--- src/rtl/core/smx_ram.sv ---
// ----------------------------------------------------------------------------
// smx_ram
// Generic simple dual-port RAM with one write port and a registered read.
// ----------------------------------------------------------------------------
`default_nettype none

module smx_ram #(
    parameter int WIDTH = 8,
    parameter int DEPTH = 64
) (
    input  wire logic                     i_clk,
    input  wire logic                     i_we,
    input  wire logic [$clog2(DEPTH)-1:0] i_waddr,
    input  wire logic [WIDTH-1:0]         i_wdata,
    input  wire logic [$clog2(DEPTH)-1:0] i_raddr,
    output logic      [WIDTH-1:0]         o_rdata
);

    logic [WIDTH-1:0] r_mem [DEPTH];

    // Write port and registered read port.
    always_ff @(posedge i_clk) begin
        if (i_we) begin
            r_mem[i_waddr] <= i_wdata;
        end
        o_rdata <= r_mem[i_raddr];
    end

endmodule

`default_nettype wire

--- config.mk ---
export PLATFORM = sky130hd
export DESIGN_NAME = smx_ram
export DESIGN_NICKNAME = d
export VERILOG_FILES = /design/src/rtl/core/smx_ram.sv
export SDC_FILE = /design/constraint.sdc
export NUM_CORES = 1
export LEC_CHECK = 0
export ABC_CLOCK_PERIOD_IN_PS = 2000
export BUFFER_PORTS_ARGS = -buffer_cell sky130_fd_sc_hd__buf_2
export CAP_MARGIN = 20
export CELL_PAD_IN_SITES_DETAIL_PLACEMENT = 1
export CELL_PAD_IN_SITES_GLOBAL_PLACEMENT = 2
export CORE_MARGIN = 2
export CORE_UTILIZATION = 45
export DETAILED_ROUTE_END_ITERATION = 8
export HOLD_SLACK_MARGIN = 0.1
export PLACE_DENSITY_LB_ADDON = 0.3
export SYNTH_ARGS = -nofsm -noshare
export SYNTH_HDL_FRONTEND = slang
export SYNTH_SLANG_ARGS = --single-unit
--- constraint.sdc ---
create_clock -name i_clk -period 2 [get_ports i_clk]
set_input_delay 0.2 -clock i_clk [delete_from_list [all_inputs] [get_ports i_clk]]
set_output_delay 0.2 -clock i_clk [all_outputs]
set_load 0.005 [all_outputs]
# Word level (Yosys, flattened, before mapping)
# Memories as Yosys holds them, arrays and structs flattened. A register that Yosys moved wholly into a read port is not among the register bits.
# Index checks and enable logic that the tools add are counted.
dict set report word_totals {
  regBits 0
  ramBits 512
  input_bits 22
  output_inout_bits 8
  wordCells 3
  mem_count 1
}
# name depth width rd rd_clocked_by_memory_dff write_ports line
set mem_list {}
lappend mem_list {r_mem 64 8 1 1 1 19} ;# logic [WIDTH-1:0] r_mem [DEPTH];
dict set report op_classes {
  muxes 2
}
# cell count
set ops {}
lappend ops {{two-way mux 1 bit} 2}

# Depth between registers and ports, before layout
dict set report logic_depth {
  ltp_word 2
  ltp_mapped 9
  ltp_nobuf 5
}

# Worst setup path after synthesis
# No wires, ideal clock.
dict set report synth_path {
  path_kind {input to register}
  from {input i_raddr[1]}
  to {register o_rdata[3], read port of r_mem}
  arrival_time_ns 1.740
  slack_ns 0.132
  cell_stages 7
  path_cell_list {buf_4 > buf_2 > buf_2 > mux4_2 > mux4_2 > o21ai_1 > o41ai_1}
}
# item line
set synth_lines {}
lappend synth_lines {{start: declaration} 15} ;# input wire logic [$clog2(DEPTH)-1:0] i_raddr,
lappend synth_lines {{end: declaration} 16} ;# output logic [WIDTH-1:0] o_rdata

==> flow_summary.yaml <==
sta:
  fin_hold_ws_ns: 0.1084
  worst_slew_pin_slew_ns: 0.6790
  finalMaxSlewViolations: 0
  finalSetupViolations: 0
  fin_crit_sh_pct: 99.10
  hold_viol_final: 0
  max_freq_mhz: 504.5
  rsz0062_at_grt: "false"
  slew-limit-headroom_pct: 54.73
  fin_setup_tns_ns: 0
  fin_crit_ns: 1.982
  fin_ws_ns: 0.01801
  fin_skew_ns: 0.01386
global_routing:
  grt_max_degree: 65
  grt_usage_pct: 21.59
  overflow: 0
  antenna_found_initial: 2
  grt_pass1_wl_um: 72840
  grt_pass1_vias: 10810
place:
  dp_cells: 1677
  numPortBuffers: 29
  hpwl_um: 32550
  placed_cell_area_um2: 22230
  place.gp.congestion: 0.7863
  pre_cts_slack_ns: -0.3762
critical_path:
  critPathKind: "reg -> reg"
  crit_required_ns: 2.44
  start_kind: "flop"
  cp_max_fo: 1
  timing.rr.start: "r_mem[17][4]"
  crit_path_end_kind: "flop"
  startpoint: "r_mem[17][4]"
  crit_arrival_ns: 2.42
finish:
  drive_gt1_share_pct: 34.41
  design_area_um2: 23850
  n_fill_cell: 3890
  final_common_cell: "edfxtp_1"
  final_cell_count_no_fill: 1772
  final_util_pct: 53.94
  multiInputGateArea_um2: 4334
  diodes: 0
  final_cell_mix: "edfxtp_1, buf_4, mux4_2"
  register_area_um2: 15530
  areaGrowthSynthToFinish_pct: 18.28
  final_nets: 1165
detailed_routing:
  firstDrtPassIters: 5
  num_vias: 10120
  met3_wirelength_um: 2373
  ant_nets: 0
  wl_um: 48900
  dr_wl_met2_um: 23710
  initialDrtViolationCount: 877
  vias_per_cell: 5.711
  wl_met1_um: 21540
  highest_layer: "met5"
  drc: 0
  wire_per_inst_um: 27.60
outcome:
  status: "finished clean"
floorplan:
  core-area_um2: 44220
  ios: 30
  start_util_pct: 45.60
  die_h_um: 215.7
  num_rows: 77
  die_width_um: 215.7
  die-area_um2: 46520
cts:
  numClockSinks: 520
  cts_buffers: 53
  root_buffer: "clkbuf_16"
  cts_setup_buffers: 0
  insertion_delay_ns: 0.58
  htree_levels: 2
  cts_tree: "built"
  clk_pin_slew_ns: 0.06
  clock_tree.buffer_depth: 3
synthesis:
  synth_cells: 940
  synth_top_area_share_pct: 76.24
  ys_top_cells_by_area: "edfxtp_1, mux4_2, nor2_1"
  synthDistinctLibCells: 40
  yosys_warnings: 0
  synth_seq_area_share_pct: 77.03
  synth_top_area_cell: "edfxtp_1"
  syn_nets: 962
  syn_area_per_cell_um2: 21.45
  syn_area_um2: 20170
  ys_ff_latch: 520
pwr:
  p_total_mw: 22.55
  powerDensity_nw_per_um2: 945.6
  peakVddDrop_v: 0.0007480
  power_leakage_nw: 7.778
worst_hold_path:
  hp-class: "in -> reg"
  worstHoldStart: "i_wdata[5]"
run:
  maxCapViolCount: 0
[routing by layer]
layer | up-vias | track usage [%]
met3 | 76 | 2.960
met1 | 5418 | 30.82
met2 | 289 | 34.87
li1 | 4335 | -
met4 | 2 | 6.713
met5 | - | 0
[where the power goes]
part / internal [mW] / switching (mW) / leakage, nW / total, mW
Clock: 5.21 / 3.95 / 0.758 / 9.16
Combinational: 0.562 / 0.728 / 2.35 / 1.29
Sequential: 12.1 / 0.0468 / 4.67 / 12.1
[cell usage after synthesis, drive strengths merged]
master	n
mux2i	23
o41ai	2
a2111oi	2
o21ai	4
o2bb2ai	3
nor2	83
a21oi	3
or3	1
nor3	7
buf	34
mux4	126
clkbuf	17
and2	1
o22ai	8
o2111ai	3
a31oi	1
mux2	13
a221oi	6
o32ai	2
o311ai	1
nand4b	1
o221ai	8
nand4	2
nand3b	3
nor4	2
nor2b	14
nand2b	7
dfxtp	8
o21a	2
nand3	13
a22oi	3
edfxtp	512
a211oi	4
nand2	19
o221a	2
[kinds of logic (layout without fill, tap and decap cells)]
kind of cell | Yosys count | count (layout) | share of synthesized area [%]
DFF | 520 | 520 | 77.03
muxes | 162 | 162 | 15.94
and+or+nand+nor | 153 | 153 | 3.387
AOI/OAI and AO/OA | 54 | 54 | 2.072
buffers and inverters | 51 | 291 | 1.570
[final timing paths]
kind                  endpoint  slack [ns]  cells past startpoint
setup / recovery    o_rdata[4]        0.02                      6
hold / removal    r_mem[54][5]        0.11                      2
setup reg to reg    o_rdata[4]        0.02                      6
hold reg to reg     o_rdata[6]        0.88                      3
[sequential cells by signal, summed over array words and instances, names as in the netlist]
name,count
r_mem,512
o_rdata,8
[layout make-up]
class                      instances  share of cell area (%)
sequential                       520                   65.13
multi-input combinational        369                   18.17
timing repair buffer             199                   6.992
clock buffer                      64                   5.733
tap                              592                   3.105
clock inverter                    28                  0.8707
[worst max-delay path, stage by stage (launching register included)]
cell,delay [ns]
edfxtp_1,0.40
mux4_2,0.48
mux2_2,0.29
o221a_2,0.29
nor3_4,0.17
buf_4,0.14
o32ai_1,0.07
[repair_timing]
action | in CTS | in global routing
hold buffers | 3 | 0
pin swaps | 1 | 1
endpoints found under the hold margin | 20 | 0
resized for setup | 2 | 2
setup endpoints to repair | 1 | 2
(Power assumes the default switching activity.)
