File: config.mk
export PLATFORM = sky130hd
export DESIGN_NAME = smx_exp
export DESIGN_NICKNAME = d
export VERILOG_FILES = /design/src/rtl/core/smx_pkg.sv /design/src/rtl/core/smx_exp.sv
export SDC_FILE = /design/constraint.sdc
export NUM_CORES = 2
export LEC_CHECK = 0
export BUFFER_PORTS_ARGS = -buffer_cell sky130_fd_sc_hd__buf_4
export CAP_MARGIN = 10
export CORE_MARGIN = 2
export CORE_UTILIZATION = 40
export DETAILED_ROUTE_END_ITERATION = 10
export PLACE_DENSITY_LB_ADDON = 0.12
export SYNTH_ARGS = -nofsm -noshare
export SYNTH_HDL_FRONTEND = slang
export SYNTH_SLANG_ARGS = --single-unit
export TNS_END_PERCENT = 20
File: constraint.sdc
create_clock -name i_clk -period 5.8 [get_ports i_clk]
set_input_delay 1.16 -clock i_clk [delete_from_list [all_inputs] [get_ports i_clk]]
set_output_delay 1.16 -clock i_clk [all_outputs]
set_load 0.005 [all_outputs]
File: src/rtl/core/smx_pkg.sv
// ----------------------------------------------------------------------------
// smx_pkg
// Shared constants and types for the vector softmax block.
// ----------------------------------------------------------------------------
`default_nettype none

package smx_pkg;

    // Vector and field geometry.
    localparam int VECTOR_DEPTH = 64;
    localparam int ADDR_W       = 6;
    localparam int CNT_W        = 7;
    localparam int VALUE_W      = 24;
    localparam int PROB_W       = 16;
    localparam int E_W          = 17;
    localparam int SUM_W        = 23;

    // Shared divider geometry.
    localparam int DIV_N_W      = 36;
    localparam int DIV_D_W      = 23;
    localparam int DIV_BITS     = 4;
    localparam int DIV_STEPS    = DIV_N_W / DIV_BITS;

    // Exponential constants.
    localparam int          TAYLOR_TERMS    = 13;
    localparam logic [30:0] EXP_NEG_ONE_Q32 = 31'd1580030169;
    localparam logic [16:0] EXP_K_LIMIT     = 17'd65536;

    localparam logic signed [VALUE_W-1:0] MOST_NEG = {1'b1, {(VALUE_W-1){1'b0}}};

    // Divider request and response.
    typedef struct packed {
        logic               start;
        logic [DIV_N_W-1:0] num;
        logic [DIV_D_W-1:0] den;
    } t_div_req;

    typedef struct packed {
        logic               done;
        logic [DIV_N_W-1:0] quo;
    } t_div_rsp;

endpackage

`default_nettype wire

File: src/rtl/core/smx_exp.sv
// ----------------------------------------------------------------------------
// smx_exp
// Iterative exp(-k/4096) in Q1.16: a Taylor series for the fraction, then
// one multiplication by exp(-1) per whole unit.
// ----------------------------------------------------------------------------
`default_nettype none

module smx_exp
    import smx_pkg::*;
(
    input  wire logic          i_clk,
    input  wire logic          i_rst_n,
    input  wire logic          i_start,
    input  wire logic [24:0]   i_k,
    output t_div_req           o_div_req,
    input  wire t_div_rsp      i_div_rsp,
    output logic               o_done,
    output logic [E_W-1:0]     o_e
);

    localparam logic [2:0] E_IDLE = 3'd0;
    localparam logic [2:0] E_TMUL = 3'd1;
    localparam logic [2:0] E_TGO  = 3'd2;
    localparam logic [2:0] E_TWT  = 3'd3;
    localparam logic [2:0] E_MLO  = 3'd4;
    localparam logic [2:0] E_MHI  = 3'd5;
    localparam logic [2:0] E_MSUM = 3'd6;
    localparam logic [2:0] E_OUT  = 3'd7;

    logic [2:0]         r_state;
    logic [4:0]         r_n;
    logic [11:0]        r_f;
    logic [32:0]        r_term;
    logic [33:0]        r_s;
    logic [3:0]         r_j;
    logic [DIV_N_W-1:0] r_num;
    logic [46:0]        r_plo;
    logic [47:0]        r_phi;
    logic [E_W-1:0]     r_e;
    logic               r_done;
    logic [44:0]        tprod;
    logic [64:0]        msum;

    assign tprod = r_term * r_f;
    assign msum  = {1'b0, r_phi, 16'd0} + {18'd0, r_plo} + 65'h0_8000_0000;

    // Sequencer.
    always_ff @(posedge i_clk) begin
        if (!i_rst_n) begin
            r_state <= E_IDLE;
            r_done  <= 1'b0;
        end else begin
            r_done <= 1'b0;
            unique case (r_state)
                E_IDLE: begin
                    if (i_start) begin
                        if (i_k > {8'd0, EXP_K_LIMIT}) begin
                            r_e    <= '0;
                            r_done <= 1'b1;
                        end else begin
                            r_n     <= i_k[16:12];
                            r_f     <= i_k[11:0];
                            r_term  <= 33'h1_0000_0000;
                            r_s     <= 34'h1_0000_0000;
                            r_j     <= 4'd1;
                            r_state <= E_TMUL;
                        end
                    end
                end
                E_TMUL: begin
                    r_num   <= DIV_N_W'(tprod >> 12);
                    r_state <= E_TGO;
                end
                E_TGO: begin
                    r_state <= E_TWT;
                end
                E_TWT: begin
                    if (i_div_rsp.done) begin
                        r_term <= i_div_rsp.quo[32:0];
                        if (r_j[0]) begin
                            r_s <= r_s - {1'b0, i_div_rsp.quo[32:0]};
                        end else begin
                            r_s <= r_s + {1'b0, i_div_rsp.quo[32:0]};
                        end
                        r_j <= r_j + 4'd1;
                        if (r_j == 4'(TAYLOR_TERMS)) begin
                            r_state <= (r_n == 5'd0) ? E_OUT : E_MLO;
                        end else begin
                            r_state <= E_TMUL;
                        end
                    end
                end
                E_MLO: begin
                    r_plo   <= r_s[15:0] * EXP_NEG_ONE_Q32;
                    r_state <= E_MHI;
                end
                E_MHI: begin
                    r_phi   <= r_s[32:16] * EXP_NEG_ONE_Q32;
                    r_state <= E_MSUM;
                end
                E_MSUM: begin
                    r_s     <= {1'b0, msum[64:32]};
                    r_n     <= r_n - 5'd1;
                    r_state <= (r_n == 5'd1) ? E_OUT : E_MLO;
                end
                E_OUT: begin
                    r_e     <= E_W'((r_s + 34'h8000) >> 16);
                    r_done  <= 1'b1;
                    r_state <= E_IDLE;
                end
                default: r_state <= E_IDLE;
            endcase
        end
    end

    // Each term is divided by its index on the shared divider.
    assign o_div_req.start = (r_state == E_TGO);
    assign o_div_req.num   = r_num;
    assign o_div_req.den   = DIV_D_W'(r_j);

    assign o_done = r_done;
    assign o_e    = r_e;

endmodule

`default_nettype wire

; Yosys cells after proc, flatten, opt, wreduce, memory -nomap -nowiden
; Index checks and enable logic that the tools add are counted.
[classes]
n_eq_ne = 13
n_lt_le_gt_ge = 1
shifts = 0
n_mul = 3
n_mux = 29
n_reduce_logical = 15
addsub = 7
n_div = 0
n_bitwise = 1
[op_table]
columns = operator, n
row1 = 34-bit 2-to-1 mux, 4
row2 = 34-bit case mux with 3 select lines, 1
row3 = 33-bit 2-to-1 mux, 3
row4 = 33-bit case mux with 2 select lines, 1
row5 = 64-bit by 47-bit adder with 65-bit output, 1
row6 = 65-bit by 32-bit adder with 65-bit output (second input constant), 1
row7 = 17-bit by 31-bit multiplier with 48-bit output (second input constant), 1
row8 = 16-bit by 31-bit multiplier with 47-bit output (second input constant), 1
row9 = 33-bit by 12-bit multiplier with 45-bit output, 1
row10 = 34-bit by 33-bit adder with 34-bit output, 1
row11 = 17-bit 2-to-1 mux, 2
row12 = 17-bit case mux with 2 select lines, 1
row13 = 34-bit by 33-bit subtractor with 34-bit output, 1
row14 = 33-bit by 16-bit adder with 33-bit output (second input constant), 1
row15 = 25-bit by 17-bit > comparator with 1-bit output (second input constant), 1
row16 = 3-bit case mux with 8 select lines, 1
row17 = 3-bit == test (second input constant), 4
row18 = 3-bit 2-to-1 mux, 4
row19 = 4-bit 2-to-1 mux, 3
row20 = 4-bit AND reduction, 3
row21 = 5-bit 2-to-1 mux, 2
row22 = 5-bit case mux with 2 select lines, 1
row23 = 5-bit AND reduction, 2
row24 = 2-bit inequality test (second input constant), 4
row25 = other kinds (17), 24
[word_totals]
input_bits = 65
word_cells = 80
n_memories = 0
reg_bits = 237
rom_bits = 0
latchBits = 0
ram_bits = 0

; Logic depth before layout (Yosys ltp)
[depth]
ltp_word = 5
ltp_mapped = 23
depth_no_buf = 23

; Least setup slack after synthesis
; Ideal clock, no wire load.
[synth_path]
path_type = register -> register
startpoint = register r_s[22]
endpoint = register r_phi[44] (data pin)
t_arrival_ns = 5.990
setup_time_ns = 0.261
slack_ns = -0.451
stages_incl_launch_ff = 24
period_less_slack_ns = 6.251
cell_sequence = edfxtp_1 > inv_1 > ha_1 > inv_1 > fa_1 > inv_1 > fa_1 > inv_1 > fa_1 > fa_1 > inv_1 > fa_1 > inv_1 > ha_1 > and4_1 > nand2b_1 > o211ai_1 > a21o_1 > a21oi_1 > o31a_1 > o211ai_1 > a21boi_1 > o21ai_0 > a311o_1
[synth_via]
elab_chain_len = 1
[synth_rtl]
columns = item, line_no
row1 = start: declaration, smx_exp.sv:34  ; logic [33:0] r_s;
row2 = start signal: assignment, smx_exp.sv:81  ; r_s <= r_s - {1'b0, i_div_rsp.quo[32:0]};
row3 = start signal: assignment, smx_exp.sv:83  ; r_s <= r_s + {1'b0, i_div_rsp.quo[32:0]};
row4 = start signal: assignment, smx_exp.sv:102  ; r_s <= {1'b0, msum[64:32]};
row5 = 17-bit by 31-bit multiplier with 48-bit output, smx_exp.sv:98  ; r_phi <= r_s[32:16] * EXP_NEG_ONE_Q32;
row6 = end signal: assignment, smx_exp.sv:98
row7 = end: declaration, smx_exp.sv:38  ; logic [47:0] r_phi;
; Every way passes these cells.
; A chain may end at the register's enable or synchronous reset.

; Worst setup path in the final report
[layout_path]
startpoint = register r_f[9]
endpoint = register r_num[32] (data pin)
[layout_via]
elab_chain_len = 1
[layout_rtl]
columns = item, line_no
row1 = start: declaration, smx_exp.sv:32  ; logic [11:0] r_f;
row2 = start signal: assignment, smx_exp.sv:62  ; r_f <= i_k[11:0];
row3 = 33-bit by 12-bit multiplier with 45-bit output, smx_exp.sv:44  ; assign tprod = r_term * r_f;
row4 = via tprod[44], smx_exp.sv:41  ; logic [44:0] tprod;
row5 = end signal: assignment, smx_exp.sv:71  ; r_num <= DIV_N_W'(tprod >> 12);
row6 = end: declaration, smx_exp.sv:36  ; logic [DIV_N_W-1:0] r_num;
; The timed path passes the listed nets, and every way through them passes these cells.

==> reports/metrics.yaml <==
outcome:
  outcome: "complete, but fails checks"
  violations: "negative setup slack"
floorplan:
  dieArea_um2: 102500
  io_pins: 143
  rows: 115
  dieWidth_um: 320.2
  initial_utilization: 0.4052
  die-height_um: 320.2
  core-area_um2: 98710
pwr:
  p_leak_nw: 24.27
  finalPower_mw: 4.369
  p_per_area_nw_per_um2: 88.09
  vdd.ir_drop.worst_uv: 218.7
final_layout:
  final_common_cell: "inv_1"
  drive_gt1_frac: 0.2228
  num-nets-final: 6016
  final_cell_mix: "inv_1, buf_4, fa_1"
  finish.utilization: 0.5025
  stdcell_count: 6052
  syn2layout_area_growth_pct: 24.00
sta:
  fin_ws_ns: -0.3191
  fmax_mhz: 163.4
  finalHoldViolCount: 0
  min_period_over_period: 1.055
  whs_ns: 0.6351
  finalSetupViolations: 27
  relSlewSlack: 0.2831
  finClkSkew_ns: 0.02511
  worstMarginPinSlew_ns: 1.069
  drv_slew: 0
  rsz0062_at_grt: "yes"
  fin_crit_ns: 6.119
synthesis:
  seq_area_frac_synth: 0.1642
  synthArstFlopShare: 0
  synth-edff-count: 216
  ys.flop_type: "edfxtp_1"
  synth_warnings: 0
  syn_inst: 4062
  synth_cell_types: 79
  yosys_register_bits: 220
  syn_avg_cell_area_um2: 9.847
  synthesis.area_um2: 40000
grt:
  grt_pass1_wl_um: 175400
  grt_overflow: 0
  antenna_found_initial: 3
  grt_pass1_vias: 31550
  gr-usage-all-layers: 0.2206
  grt_max_degree: 49
clock_network:
  clkTransAtPathRegs_ns: 0.07
  cts_htree_levels: 1
  cts.sinks: 220
  tritoncts: "built"
  insertion_delay_ns: 0.61
  cts_buffer_depth: 3
  clockRootBuffer: "clkbuf_16"
  holdBufCountCts: 0
  cts_made_buffers: 30
detailed_routing:
  via_per_inst: 4.842
  vias: 29300
  wirelength_um: 110600
  ant_nets: 0
  dr.pass1.iters: 6
  drc: 0
  wl_per_cell_um: 18.27
  drt_iter0_drc: 1302
worst_setup_path:
  worstPathArrival_ns: 6.48
  worstPathMaxFanout: 6
  crit_required_ns: 6.16
  critPathKind: "reg -> reg"
  cp-start-kind: "flip-flop"
  endpoint_kind: "flip-flop"
placed_design:
  gp_congestion: 0.9141
  dp_cells: 5908
  portBuffers: 117
  post-place-ws_ns: -0.5449
  hpwl_um: 95350
flow_run:
  max_cap_viol_count: 0
worst_hold_path:
  min_path_type: "reg -> reg"
## logic make-up (layout without fill, tap and decap cells)
family	count (synthesis)	in the layout	synth area share
AOI/OAI and AO/OA	463	463	0.07598
xor gates and xnor gates	215	215	0.04708
adders and majority gates	1212	1212	0.5045
buffers and inverters	1063	1743	0.1018
DFF	220	220	0.1642
muxes	3	3	0.0007820
other	1	24	0.00009375
and+or+nand+nor	885	885	0.1056
## synthesized netlist by cell type, types with 8 or more instances
cell type,number,share of area
o21a_1,20,0.0038
clkbuf_1,96,0.0090
nand2b_1,23,0.0036
and4_1,8,0.0018
o211ai_1,11,0.0021
a31oi_1,20,0.0031
o21bai_1,13,0.0024
o21ai_0,55,0.0069
buf_4,22,0.0041
nor2_1,129,0.012
a21o_1,77,0.014
nand2_1,393,0.037
o31ai_1,12,0.0023
ha_1,544,0.17
xnor2_1,144,0.032
and3_1,19,0.0030
o22ai_1,25,0.0039
nand3_1,34,0.0043
xor2_1,71,0.016
nor4_1,15,0.0023
edfxtp_1,216,0.16
and2_1,140,0.022
nor3_1,39,0.0049
nor2b_1,25,0.0039
or2_2,9,0.0014
inv_1,944,0.089
nand4_1,19,0.0030
fa_1,668,0.33
a21oi_1,150,0.019
## per-layer routing
metal,vias to the layer above,global-route usage,wire length (µm)
met5,-,0,0
met4,0,0.05592,3464
met3,155,0.01787,2852
met2,461,0.3963,55650
met1,14520,0.2864,48610
li1,14170,-,-
## registers in the layout, indices dropped and copies added (netlist names)
register and cells:
o_e 17, r_term 33, r_state 3, o_done 1
r_phi 48, r_n 5, r_f 12, r_j 4
r_plo 31, r_num 33, r_s 33
## metrics by stage
stage	area, µm²	TNS (ns)
6_report	49600	-4.604
3_5_place_dp	46700	-15.31
3_3_place_gp	46700	-15.28
4_1_cts	49110	-3.776
2_1_floorplan	40460	-0.1779
5_1_grt	49600	-12.69
## path summary, 6_finish.rpt
kind	cells after the start	from	to	slack (ns)
worst max-delay path	22	r_f[9]$_DFFE_PP_	r_num[32]$_DFFE_PP_	-0.32
worst min-delay path	2	r_phi[47]$_DFFE_PP_	r_s[32]$_DFFE_PP_	0.64
worst max register to register	22	r_f[9]$_DFFE_PP_	r_num[32]$_DFFE_PP_	-0.32
worst min register to register	2	r_phi[47]$_DFFE_PP_	r_s[32]$_DFFE_PP_	0.64
## final cells by class
cell class | count | area (µm²)
fillers | 9212 | 49110
multi-input cells | 2800 | 30950
flip-flops and latches | 220 | 6566
repair buffers | 743 | 5967
inverters | 944 | 3548
well taps | 1287 | 1610
clock buffers | 31 | 754.5
clock inverters | 25 | 192.7
diodes | 2 | 5.005
## where the power goes
| group | switching, mW | total (mW) | internal (mW) | leakage, nW |
|---|---|---|---|---|
| Clock | 0.806 | 1.80 | 0.998 | 0.448 |
| Sequential | 0.00153 | 1.75 | 1.75 | 2.01 |
| Combinational | 0.409 | 0.811 | 0.402 | 21.8 |
## what timing repair did
item,4_1_cts,5_1_grt
endpoints found under the setup margin,66,68
pin swaps,188,63
gates cloned,0,1
gates resized for setup,199,85
setup buffers,74,18
endpoints found under the hold margin,0,0
## worst max-delay path, cell delays in order, from the launching register on
cell	delay, ns
edfxtp_1	0.49
buf_6	0.18
buf_6	0.12
and2_4	0.13
fa_1	0.46
fa_1	0.61
fa_2	0.45
fa_1	0.53
inv_2	0.04
fa_1	0.51
inv_2	0.05
ha_4	0.20
o21a_1	0.19
nand3_2	0.09
nand3b_1	0.27
nand2_4	0.11
a2111oi_4	0.31
buf_6	0.21
nor2_4	0.05
a2111o_1	0.42
a41oi_2	0.20
o21bai_1	0.10
xnor2_1	0.12
No activity file was read; power rests on OpenSTA's default activity.
