## src/rtl/core/smx_pkg.sv

```systemverilog
// ----------------------------------------------------------------------------
// smx_pkg
// Shared constants and types for the vector softmax block.
// ----------------------------------------------------------------------------
`default_nettype none

package smx_pkg;

    // Vector and field geometry.
    localparam int VECTOR_DEPTH = 64;
    localparam int ADDR_W       = 6;
    localparam int CNT_W        = 7;
    localparam int VALUE_W      = 24;
    localparam int PROB_W       = 16;
    localparam int E_W          = 17;
    localparam int SUM_W        = 23;

    // Shared divider geometry.
    localparam int DIV_N_W      = 36;
    localparam int DIV_D_W      = 23;
    localparam int DIV_BITS     = 4;
    localparam int DIV_STEPS    = DIV_N_W / DIV_BITS;

    // Exponential constants.
    localparam int          TAYLOR_TERMS    = 13;
    localparam logic [30:0] EXP_NEG_ONE_Q32 = 31'd1580030169;
    localparam logic [16:0] EXP_K_LIMIT     = 17'd65536;

    localparam logic signed [VALUE_W-1:0] MOST_NEG = {1'b1, {(VALUE_W-1){1'b0}}};

    // Divider request and response.
    typedef struct packed {
        logic               start;
        logic [DIV_N_W-1:0] num;
        logic [DIV_D_W-1:0] den;
    } t_div_req;

    typedef struct packed {
        logic               done;
        logic [DIV_N_W-1:0] quo;
    } t_div_rsp;

endpackage

`default_nettype wire

```

## src/rtl/core/smx_div.sv

```systemverilog
// ----------------------------------------------------------------------------
// smx_div
// Shared restoring divider, four quotient bits per cycle.
// ----------------------------------------------------------------------------
`default_nettype none

module smx_div
    import smx_pkg::*;
(
    input  wire logic     i_clk,
    input  wire logic     i_rst_n,
    input  wire t_div_req i_req,
    output t_div_rsp      o_rsp
);

    logic [DIV_N_W-1:0] r_quo, n_quo;
    logic [DIV_D_W-1:0] r_rem, n_rem;
    logic [DIV_D_W-1:0] r_den;
    logic [3:0]         r_cnt;
    logic               r_busy;
    logic               r_done;

    // Four dependent shift and subtract steps.
    always_comb begin
        logic [DIV_D_W:0] rem;
        rem   = {1'b0, r_rem};
        n_quo = r_quo;
        for (int b = 0; b < DIV_BITS; b++) begin
            rem   = {rem[DIV_D_W-1:0], n_quo[DIV_N_W-1]};
            n_quo = {n_quo[DIV_N_W-2:0], 1'b0};
            if (rem >= {1'b0, r_den}) begin
                rem      = rem - {1'b0, r_den};
                n_quo[0] = 1'b1;
            end
        end
        n_rem = rem[DIV_D_W-1:0];
    end

    // Control.
    always_ff @(posedge i_clk) begin
        if (!i_rst_n) begin
            r_busy <= 1'b0;
            r_done <= 1'b0;
            r_cnt  <= '0;
        end else begin
            r_done <= 1'b0;
            if (i_req.start) begin
                r_busy <= 1'b1;
                r_cnt  <= '0;
            end else if (r_busy) begin
                r_cnt <= r_cnt + 4'd1;
                if (r_cnt == 4'(DIV_STEPS - 1)) begin
                    r_busy <= 1'b0;
                    r_done <= 1'b1;
                end
            end
        end
    end

    // Datapath.
    always_ff @(posedge i_clk) begin
        if (i_req.start) begin
            r_quo <= i_req.num;
            r_rem <= '0;
            r_den <= i_req.den;
        end else if (r_busy) begin
            r_quo <= n_quo;
            r_rem <= n_rem;
        end
    end

    assign o_rsp.done = r_done;
    assign o_rsp.quo  = r_quo;

endmodule

`default_nettype wire

```

## config.mk

```make
export PLATFORM = sky130hd
export DESIGN_NAME = smx_div
export DESIGN_NICKNAME = d
export VERILOG_FILES = /design/src/rtl/core/smx_pkg.sv /design/src/rtl/core/smx_div.sv
export SDC_FILE = /design/constraint.sdc
export NUM_CORES = 1
export LEC_CHECK = 0
export BUFFER_PORTS_ARGS = -buffer_cell sky130_fd_sc_hd__buf_2
export CAP_MARGIN = 10
export CORE_ASPECT_RATIO = 1.75
export CORE_UTILIZATION = 35
export CTS_CLUSTER_DIAMETER = 150
export DETAILED_ROUTE_END_ITERATION = 12
export MAX_ROUTING_LAYER = met4
export RECOVER_POWER = 25
export SLEW_MARGIN = 10
export SYNTH_ARGS = -nofsm -noshare
export SYNTH_HDL_FRONTEND = slang
export SYNTH_SLANG_ARGS = --single-unit
export TNS_END_PERCENT = 50
```

## constraint.sdc

```tcl
create_clock -name i_clk -period 17.9 [get_ports i_clk]
set_clock_uncertainty 0.15 [all_clocks]
set_input_delay 1.79 -clock i_clk [delete_from_list [all_inputs] [get_ports i_clk]]
set_output_delay 1.79 -clock i_clk [all_outputs]
set_load 0.01 [all_outputs]
```

# After elaboration in Yosys (flattened, before gate mapping)
# Index checks and enable logic that the tools add are counted.
dict set report word_totals {
  reg_bits 88
  output_inout_bits 37
  word_cells 35
}
dict set report classes {
  n_addsub 5
  n_lt_le_gt_ge 4
  eq_ne 1
  n_mux 14
  n_bitwise 2
  reduce_logical 3
}
# cell count
set ops {}
lappend ops {{24-bit by 23-bit greater-or-equal comparator with 1-bit output} 4}
lappend ops {{23-bit two-way mux} 4}
lappend ops {{23-bit subtractor} 4}
lappend ops {{36-bit two-way mux} 2}
lappend ops {{1-bit two-way mux} 8}
lappend ops {{4-bit by 1-bit adder with 4-bit output (second input constant)} 1}
lappend ops {{4-bit == test (second input constant)} 1}
lappend ops {{3-bit OR reduction} 1}
lappend ops {{1-bit NOT} 2}
lappend ops {{2-bit nonzero test} 1}
lappend ops {{2-bit OR reduction} 1}

# Depth between registers and ports, before layout
# Gate-level depths: netlist of run 1.
dict set report depth {
  depth_word 10
  ltp_mapped 51
  depth_no_buf 45
}

# Worst setup path after synthesis of run 1
# No wires, ideal clock.
dict set report synth_path {
  path_type {register -> register}
  startpoint {register r_quo[35]}
  endpoint {register r_rem[21]}
  setup_time_ns 0.136
  arrival_ns 9.780
  path_slack_ns 7.834
  stages_incl_launch_ff 46
  path_buffers 5
  period_less_slack_ns 10.066
  path_cell_list {edfxtp_1 inv_1 ha_1 inv_1 fa_1 a211oi_2 o211ai_1 nand3_1 a41oi_2 nor2_1 clkbuf_1 buf_1 nor2_1 a21oi_1 inv_1 ha_1 nand2_1 o21ai_0 [... 10 more ...] o21bai_1 a21o_1 o2111ai_2 nand2_1 clkbuf_1 o221ai_1 ha_1 a21o_1 a21o_1 a22o_1 a211oi_1 o21ai_0 a21oi_1 o21ai_0 o41ai_1 nor3_1 a2111oi_0 a211oi_1}
}
dict set report synth_between {
  elab_chain_len 8
  elab_cells_between_ends 12
}
# element line_no
set synth_rtl {}
lappend synth_rtl {{from (decl)} smx_div.sv:16} ;# logic [DIV_N_W-1:0] r_quo, n_quo;
lappend synth_rtl {{from (signal assigned)} smx_div.sv:63} ;# r_quo <= i_req.num;
lappend synth_rtl {{from (signal assigned)} smx_div.sv:67} ;# r_quo <= n_quo;
lappend synth_rtl {{23-bit subtractor / 24-bit by 23-bit greater-or-equal comparator with 1-bit output (equally long branches)} {smx_div.sv:32, smx_div.sv:31}}
lappend synth_rtl {{23-bit two-way mux *} smx_div.sv:31} ;# if (rem >= {1'b0, r_den}) begin
lappend synth_rtl {{23-bit subtractor / 24-bit by 23-bit greater-or-equal comparator with 1-bit output (equally long branches)} {smx_div.sv:32, smx_div.sv:31}}
lappend synth_rtl {{23-bit two-way mux *} smx_div.sv:31}
lappend synth_rtl {{23-bit subtractor / 24-bit by 23-bit greater-or-equal comparator with 1-bit output (equally long branches)} {smx_div.sv:32, smx_div.sv:31}}
lappend synth_rtl {{23-bit two-way mux *} smx_div.sv:31}
lappend synth_rtl {{23-bit subtractor / 24-bit by 23-bit greater-or-equal comparator with 1-bit output (equally long branches)} {smx_div.sv:32, smx_div.sv:31}}
lappend synth_rtl {{23-bit two-way mux *} smx_div.sv:31}
lappend synth_rtl {{to (signal assigned)} smx_div.sv:68} ;# r_rem <= n_rem;
lappend synth_rtl {{to (decl)} smx_div.sv:17} ;# logic [DIV_D_W-1:0] r_rem, n_rem;
# Mark *: on every way between the ends. The rest lies on a longest branch, timed or not.
# A chain may end at the register's enable or synchronous reset.

# Worst setup path after layout of run 1
dict set report layout_path {
  startpoint {register r_den[1]}
  endpoint {register r_rem[4]}
}
dict set report layout_between {
  elab_chain_len 8
  elab_cells_between_ends 12
}
# element line_no
set layout_rtl {}
lappend layout_rtl {{from (decl)} smx_div.sv:18} ;# logic [DIV_D_W-1:0] r_den;
lappend layout_rtl {{from (signal assigned)} smx_div.sv:65} ;# r_den <= i_req.den;
lappend layout_rtl {{23-bit subtractor / 24-bit by 23-bit greater-or-equal comparator with 1-bit output (equally long branches)} {smx_div.sv:32, smx_div.sv:31}}
lappend layout_rtl {{23-bit two-way mux} smx_div.sv:31}
lappend layout_rtl {{23-bit subtractor / 24-bit by 23-bit greater-or-equal comparator with 1-bit output (equally long branches)} {smx_div.sv:32, smx_div.sv:31}}
lappend layout_rtl {{23-bit two-way mux} smx_div.sv:31}
lappend layout_rtl {{23-bit subtractor / 24-bit by 23-bit greater-or-equal comparator with 1-bit output (equally long branches)} {smx_div.sv:32, smx_div.sv:31}}
lappend layout_rtl {{23-bit two-way mux} smx_div.sv:31}
lappend layout_rtl {{23-bit subtractor / 24-bit by 23-bit greater-or-equal comparator with 1-bit output (equally long branches)} {smx_div.sv:32, smx_div.sv:31}}
lappend layout_rtl {{23-bit two-way mux *} smx_div.sv:31}
# Marks and branches as above.

==> impl_results.rst, run 1 <==
.. list-table::
   :header-rows: 1

   * - Metric
     - Value
   * - Post-route clock period utilization
     - 0.722
   * - Achievable frequency
     - 0.0774 GHz
   * - Remaining global-route overflow
     - 0
   * - Layout filler cell count
     - 2575
   * - Core footprint
     - 24700 µm²
   * - Mapped Nets
     - 1160
   * - Iteration-0 DRC count of the detailed router
     - 464
   * - Class of the most critical setup path
     - flip-flop to flip-flop
   * - DP HPWL
     - 24.1 mm
   * - Post-detailed-route count of antenna-violating nets
     - 0
   * - TritonCTS clock tree
     - done
   * - Reg2reg path depth
     - 40
   * - Count of final setup violators
     - 0
   * - Number of max-capacitance violations reported
     - 1
   * - Flop and latch count out of synthesis
     - 88
   * - RSZ-0062 raised after global routing
     - no
   * - Setup fix buffers added after clock tree synthesis
     - 0
   * - Detailed-routing iteration count for the pre-antenna-repair pass
     - 5
   * - Headroom to the max-slew limit
     - -0.292
   * - Height of the chip
     - 213 µm
   * - Total Nets Final
     - 1242
   * - RePlAce Congestion
     - 0.987
   * - Violations in the final reports
     - capacitance limit, slew limit
   * - Crit path DAT
     - 12.93 ns
   * - Average via count per standard cell
     - 5.83
   * - WL/cell
     - 21.5 µm
   * - Result of the run
     - finished, violations left
   * - Highest cell delay on the worst timing path
     - 0.68 ns
   * - Die Footprint
     - 26000 µm²
   * - All-Layer GR Usage
     - 0.244
   * - Clock insertion delay at the later pin of the skew report
     - 0.37 ns
   * - Final instance area
     - 9920 µm²
   * - Combined area of all synthesized cells
     - 8870 µm²
   * - Number of enable flip-flop cells after synthesis
     - 59
   * - Cell type of the slowest stage on the worst timing path
     - nor3_4
   * - Port-buffer cells
     - 98
   * - Post-route core utilization
     - 0.401
   * - Number of global-route vias before repair
     - 8250
   * - Tightest Pin Transition
     - 1.94 ns
   * - Clock period minus final worst setup slack
     - 12.93 ns
   * - Diodes inserted
     - 0
   * - Number of pins exceeding their max-slew limit in the final report
     - 33
   * - Width of the die
     - 122 µm
   * - Number of antenna violations at the first check in global routing
     - 0
   * - Setup Total Neg Slack
     - 0 ns
   * - Destination of the critical timing path
     - r_rem[4]
   * - Unique cell type count in the Yosys netlist
     - 76
   * - Ratio of cells with drive above 1 in the final layout
     - 0.176
   * - Synth top area share
     - 0.200
   * - Maximum number of pins on one net before global-route repair
     - 60
   * - Asr flop ratio synth
     - 0
   * - Worst R2R Start
     - r_den[1]
   * - Highest net fanout along the worst path
     - 27
   * - Clk pin slew, worst setup/hold paths
     - 0.07 ns
   * - Top_reg_cell synth
     - edfxtp_1
   * - Wire length of the first global-routing pass
     - 45.5 mm
   * - Via count
     - 8153
   * - Row count
     - 76
   * - Root buf cell
     - clkbuf_16
   * - DRT Wirelength
     - 30.0 mm
   * - Count of instances resized after the clock tree is built
     - 0
   * - Clock tree buffer depth
     - 2
   * - Register-to-register path setup slack
     - 4.97 ns
   * - Kind of launch point of the worst setup path
     - flip-flop
   * - Endpoint kind of the worst setup timing path
     - flip-flop
   * - DRC
     - 0
   * - Layout-stage area growth over the synthesis result
     - 11.8%
   * - Htree depth
     - 3
   * - Syn Inst Count
     - 1000
   * - Cell area reported after detailed placement
     - 9630 µm²
   * - Most used standard cells in the synthesized netlist
     - ha_1, nor2_1, a21oi_1, nand2_1, edfxtp_1
   * - Sinks on Clock Net
     - 88
   * - Worst min path class
     - flip-flop to flip-flop
   * - Leading cell types by total area after synthesis
     - edfxtp_1, ha_1, mux2_2, dfxtp_1, xnor2_1
   * - Dominant cell by count in the synthesized netlist
     - ha_1
   * - Mean instance size in the synthesized netlist
     - 8.87 µm²
   * - Critical path origin
     - r_den[1]
   * - Synthesis warning total
     - 0
   * - Hold bufs inserted after CTS
     - 0
   * - Starting Density
     - 0.359
   * - I/O pins
     - 99
   * - Hold violation total from the final report
     - 0
   * - Critical register-to-register path endpoint
     - r_rem[4]
   * - Sequential share of the synthesized area
     - 0.265
   * - Crit path required time
     - 17.91 ns
   * - Cell type contributing the most total cell area after synthesis
     - edfxtp_1
   * - Num CTS Buffers
     - 9
-- cells in the final DEF, fill, tap and decap left out, drive strengths merged, types with 21 or more instances in the layout --
master   n
xnor2   47
nor2    76
inv     62
nand2   67
xor2    33
a21o    35
nor3    22
a21oi   78
nand3   21
mux2i   25
dfxtp   29
a211oi  27
mux2    53
o21ai   52
buf     96
ha      94
edfxtp  59
-- state kept, by name, indices dropped and copies added (netlist names) --
name	count
r_busy	1
r_cnt	4
r_den	23
r_done	1
r_quo	36
r_rem	23
-- through the flow --
step	worst slack, ns	hold slack, ns	instances
after global routing	4.36	0.392	1399
final	4.97	0.363	1399
after global placement	5.48	0.348	1383
after floorplan	7.83	0.325	1000
after CTS	5.18	0.363	1399
after detailed placement	5.22	0.353	1383
-- worst min-delay path by stage --
stage	endpoint	from	slack (ns)	cells past startpoint
CTS	r_rem[7]	r_rem[7]	0.36	2
detailed placement	r_rem[7]	r_rem[7]	0.35	2
global route	r_rem[7]	r_rem[7]	0.39	2
global placement	r_rem[2]	r_rem[2]	0.35	2
floorplan	r_rem[2]	r_rem[2]	0.32	2
finish	r_rem[7]	r_rem[7]	0.36	2
-- worst max-delay path, delay by kind of cell (launching register included) --
kind,cells,cell delay [ns]
AO/OA/AOI/OAI,21,5.78
adder cells (fa/ha/maj),4,1.45
buffers and inverters,4,1.14
flip-flops,1,0.48
multiplexers,2,0.64
AND/OR/NAND/NOR,9,3.00
-- area by class of cell --
type / instances / area (µm²) / share of cell area
multi-input cells: 823 / 6150 / 0.620
flip-flops and latches: 88 / 2350 / 0.237
repair buffers: 102 / 513 / 0.0517
well taps: 312 / 390 / 0.0394
clock buffers: 9 / 225 / 0.0227
inverters: 58 / 218 / 0.0220
clock inverters: 7 / 70.1 / 0.00707
-- layer usage --
metal	up-vias	wire length, µm	track usage
met5	-	0	-
met4	0	2900	0.215
met3	123	883	0.0244
li1	3902	-	-
met2	252	15900	0.441
met1	3876	10300	0.223
-- logic make-up after synthesis --
| kind of cell | after synthesis | synth area share |
|---|---|---|
| AO/OA/AOI/OAI | 293 | 0.224 |
| AND/OR/NAND/NOR | 274 | 0.152 |
| adder cells (fa/ha/maj) | 98 | 0.142 |
| buffers and inverters | 89 | 0.0431 |
| flip-flops | 88 | 0.265 |
| XOR/XNOR | 80 | 0.0790 |
| multiplexers | 78 | 0.0955 |
Power of run 1 is left out: the tool's default activity adds up to more than one toggle a clock period on the data nets, which glitch-free logic cannot reach.
==> inputs of run 2 (changes only) <==
==> constraint.sdc (replaced) <==
create_clock -name i_clk -period 12.81 [get_ports i_clk]
set_clock_uncertainty 0.15 [all_clocks]
set_input_delay 1.281 -clock i_clk [delete_from_list [all_inputs] [get_ports i_clk]]
set_output_delay 1.281 -clock i_clk [all_outputs]
set_load 0.01 [all_outputs]
==> run 2 against run 1 <==
Effect of this change: the flow still finishes with violations (capacitance limit, slew limit); critical path depth down 1; setup slack worse by 4.0 ns; clock-buffer cell count unchanged; register-to-register slack worse by 4.0 ns; non-clock buffer count up 5; cell count up 0.36%; hold slack worse by 0.0014 ns; die area unchanged; sequential share of layout area down 0.15 points; wire length about the same; first-iteration DRC count down 0.22%; critical path type unchanged; critical endpoint is now r_rem[21]; highest routed layer unchanged.
==> impl_results.rst, run 2 (same netlist as run 1, synthesis figures left out) <==
.. list-table::
   :header-rows: 1

   * - Metric
     - Value
   * - Most common cell after layout, fill and taps aside
     - buf_2
   * - Destination of the critical timing path
     - r_rem[21]
   * - Clock period minus final worst setup slack
     - 11.88 ns (-1.04 ns)
   * - Setup Total Neg Slack
     - 0 ns (unchanged)
   * - Hold violation total from the final report
     - 0 (unchanged)
   * - Highest cell delay on the worst timing path
     - 0.52 ns (-0.16 ns)
   * - Count of final setup violators
     - 0 (unchanged)
   * - Commonest cells after routing, fill and taps aside
     - buf_2, ha_1, a21oi_1, nor2_1, nand2_1
   * - Number of max-capacitance violations reported
     - 1 (unchanged)
   * - DRT Wirelength
     - 30.0 mm (about the same)
   * - Clock insertion delay at the later pin of the skew report
     - 0.37 ns (about the same)
   * - Width of the die
     - 122 µm (unchanged)
   * - Remaining global-route overflow
     - 0 (unchanged)
   * - Worst setup margin
     - 0.927 ns (-4.05 ns)
   * - Reg2reg path depth
     - 39 (-2.5%)
   * - Highest net fanout along the worst path
     - 19 (-30%)
   * - Result of the run
     - finished, violations left
   * - Worst R2R Start
     - r_den[1]
   * - WL/cell
     - 21.4 µm (-0.32%)
   * - Worst min path class
     - flip-flop to flip-flop
   * - Critical path origin
     - r_den[1]
   * - Violations in the final reports
     - capacitance limit, slew limit
   * - All-Layer GR Usage
     - 0.246 (+0.00184)
   * - TritonCTS clock tree
     - done
   * - Most common cell on crit path
     - a21o_1
   * - RePlAce Congestion
     - 0.959 (-2.8%)
   * - Root buf cell
     - clkbuf_16
   * - Number of pins exceeding their max-slew limit in the final report
     - 44 (+33%)
   * - Iteration-0 DRC count of the detailed router
     - 463 (-0.22%)
   * - Maximum number of pins on one net before global-route repair
     - 51 (-15%)
   * - Worst setup timing slack at the placement stage
     - 0.143 ns (-5.08 ns)
   * - Clock tree buffer depth
     - 2 (unchanged)
   * - Endpoint kind of the worst setup timing path
     - flip-flop
   * - Number of antenna violations at the first check in global routing
     - 0 (unchanged)
   * - Post-placement cell count
     - 1388 (+0.36%)
   * - Cell type of the slowest stage on the worst timing path
     - fa_1
   * - RSZ-0062 raised after global routing
     - no
   * - Wire length of the first global-routing pass
     - 45.5 mm (about the same)
   * - Crit path DAT
     - 11.98 ns (-0.95 ns)
   * - Diodes inserted
     - 0 (unchanged)
   * - Via count
     - 8127 (-0.32%)
   * - Critical register-to-register path endpoint
     - r_rem[21]
   * - Layout-stage area growth over the synthesis result
     - 12.5%
   * - Sinks on Clock Net
     - 88 (unchanged)
   * - Final cell count without fillers
     - 1404 (+0.36%)
   * - Flip-flop count of the largest register after layout
     - 36 (unchanged)
   * - Tightest Pin Transition
     - 2.27 ns (+0.337 ns)
   * - I/O pins
     - 99 (unchanged)
   * - Crit path required time
     - 12.91 ns (-5.00 ns)
   * - Setup fix buffers added after clock tree synthesis
     - 0 (unchanged)
   * - Class of the most critical setup path
     - flip-flop to flip-flop
   * - Num CTS Buffers
     - 9 (unchanged)
   * - Largest registers in the final layout
     - r_quo: 36 flops, r_den: 23 flops, r_rem: 23 flops
   * - DP HPWL
     - 24.3 mm (+0.55%)
   * - DRC
     - 0 (unchanged)
   * - Core footprint
     - 24700 µm² (unchanged)
   * - Post-route clock period utilization
     - 0.928 (+0.205)
   * - Ratio of cells with drive above 1 in the final layout
     - 0.187 (+0.0111)
   * - Port-buffer cells
     - 98 (unchanged)
   * - Htree depth
     - 3 (unchanged)
   * - Achievable frequency
     - 0.0842 GHz (+8.8%)
   * - Worst Hold Launch
     - r_rem[12]
   * - Kind of launch point of the worst setup path
     - flip-flop
   * - Height of the chip
     - 213 µm (unchanged)
   * - Number of global-route vias before repair
     - 8434 (+2.2%)
   * - Headroom to the max-slew limit
     - -0.517 (-0.224)
   * - Cell area reported after detailed placement
     - 9670 µm² (+0.39%)
   * - Die Footprint
     - 26000 µm² (unchanged)
   * - Register with the most flip-flops
     - r_quo
   * - Clk pin slew, worst setup/hold paths
     - 0.08 ns (about the same)
   * - Total Nets Final
     - 1247 (+0.40%)
   * - Row count
     - 76 (unchanged)
   * - Register-to-register path setup slack
     - 0.93 ns (-4.05 ns)
   * - Post-detailed-route count of antenna-violating nets
     - 0 (unchanged)
   * - Detailed-routing iteration count for the pre-antenna-repair pass
     - 5 (unchanged)
   * - Starting Density
     - 0.359 (unchanged)
   * - Average via count per standard cell
     - 5.79 (-0.67%)
   * - Final instance area
     - 9980 µm² (+0.62%)
[run 2: critical path: cells and delay by family, from the launching register on]
kind	cells	cell delay, ns
and+or+nand+nor	5	1.29
muxes	2	0.84
buffers and inverters	3	0.54
AOI/OAI and AO/OA	25	6.92
DFF	1	0.43
adders and majority gates	4	1.56
[run 2: layout make-up]
cell class                      instances  area, µm²
Clock buffer                            9        225
Sequential cell                        88       2350
Inverter                               58        218
Multi-Input combinational cell        823       6170
Timing Repair Buffer                  107        554
Clock inverter                          7       70.1
Fill cell                            2543      14700
Tap cell                              312        390
[run 2: worst min-delay path by stage]
stage                           end  cells after the start
after floorplan            r_rem[2]                      2
after global placement    r_rem[12]                      2
after detailed placement  r_rem[13]                      2
after CTS                 r_rem[11]                      2
after global routing      r_rem[18]                      2
final                     r_rem[12]                      2
[run 2: metrics by stage]
step,hold slack [ns],util
floorplan,0.325,-
global placement,0.345,0.391
detailed placement,0.351,0.391
CTS,0.364,0.403
global route,0.395,0.404
finish,0.362,0.404
[run 2: timing repair]
action | in CTS | in global routing
hold buffers | 0 | 0
endpoints found under the setup margin | 0 | 17
gates resized for setup | 0 | 6
[run 2: layer usage]
layer / track usage / wire [µm] / part of all wire
met1: 0.221 / 10200 / 0.34
met2: 0.443 / 15900 / 0.53
met3: 0.0255 / 1050 / 0.035
met4: 0.228 / 2900 / 0.097
met5: - / 0 / 0
Power of run 2 is left out for the same reason.
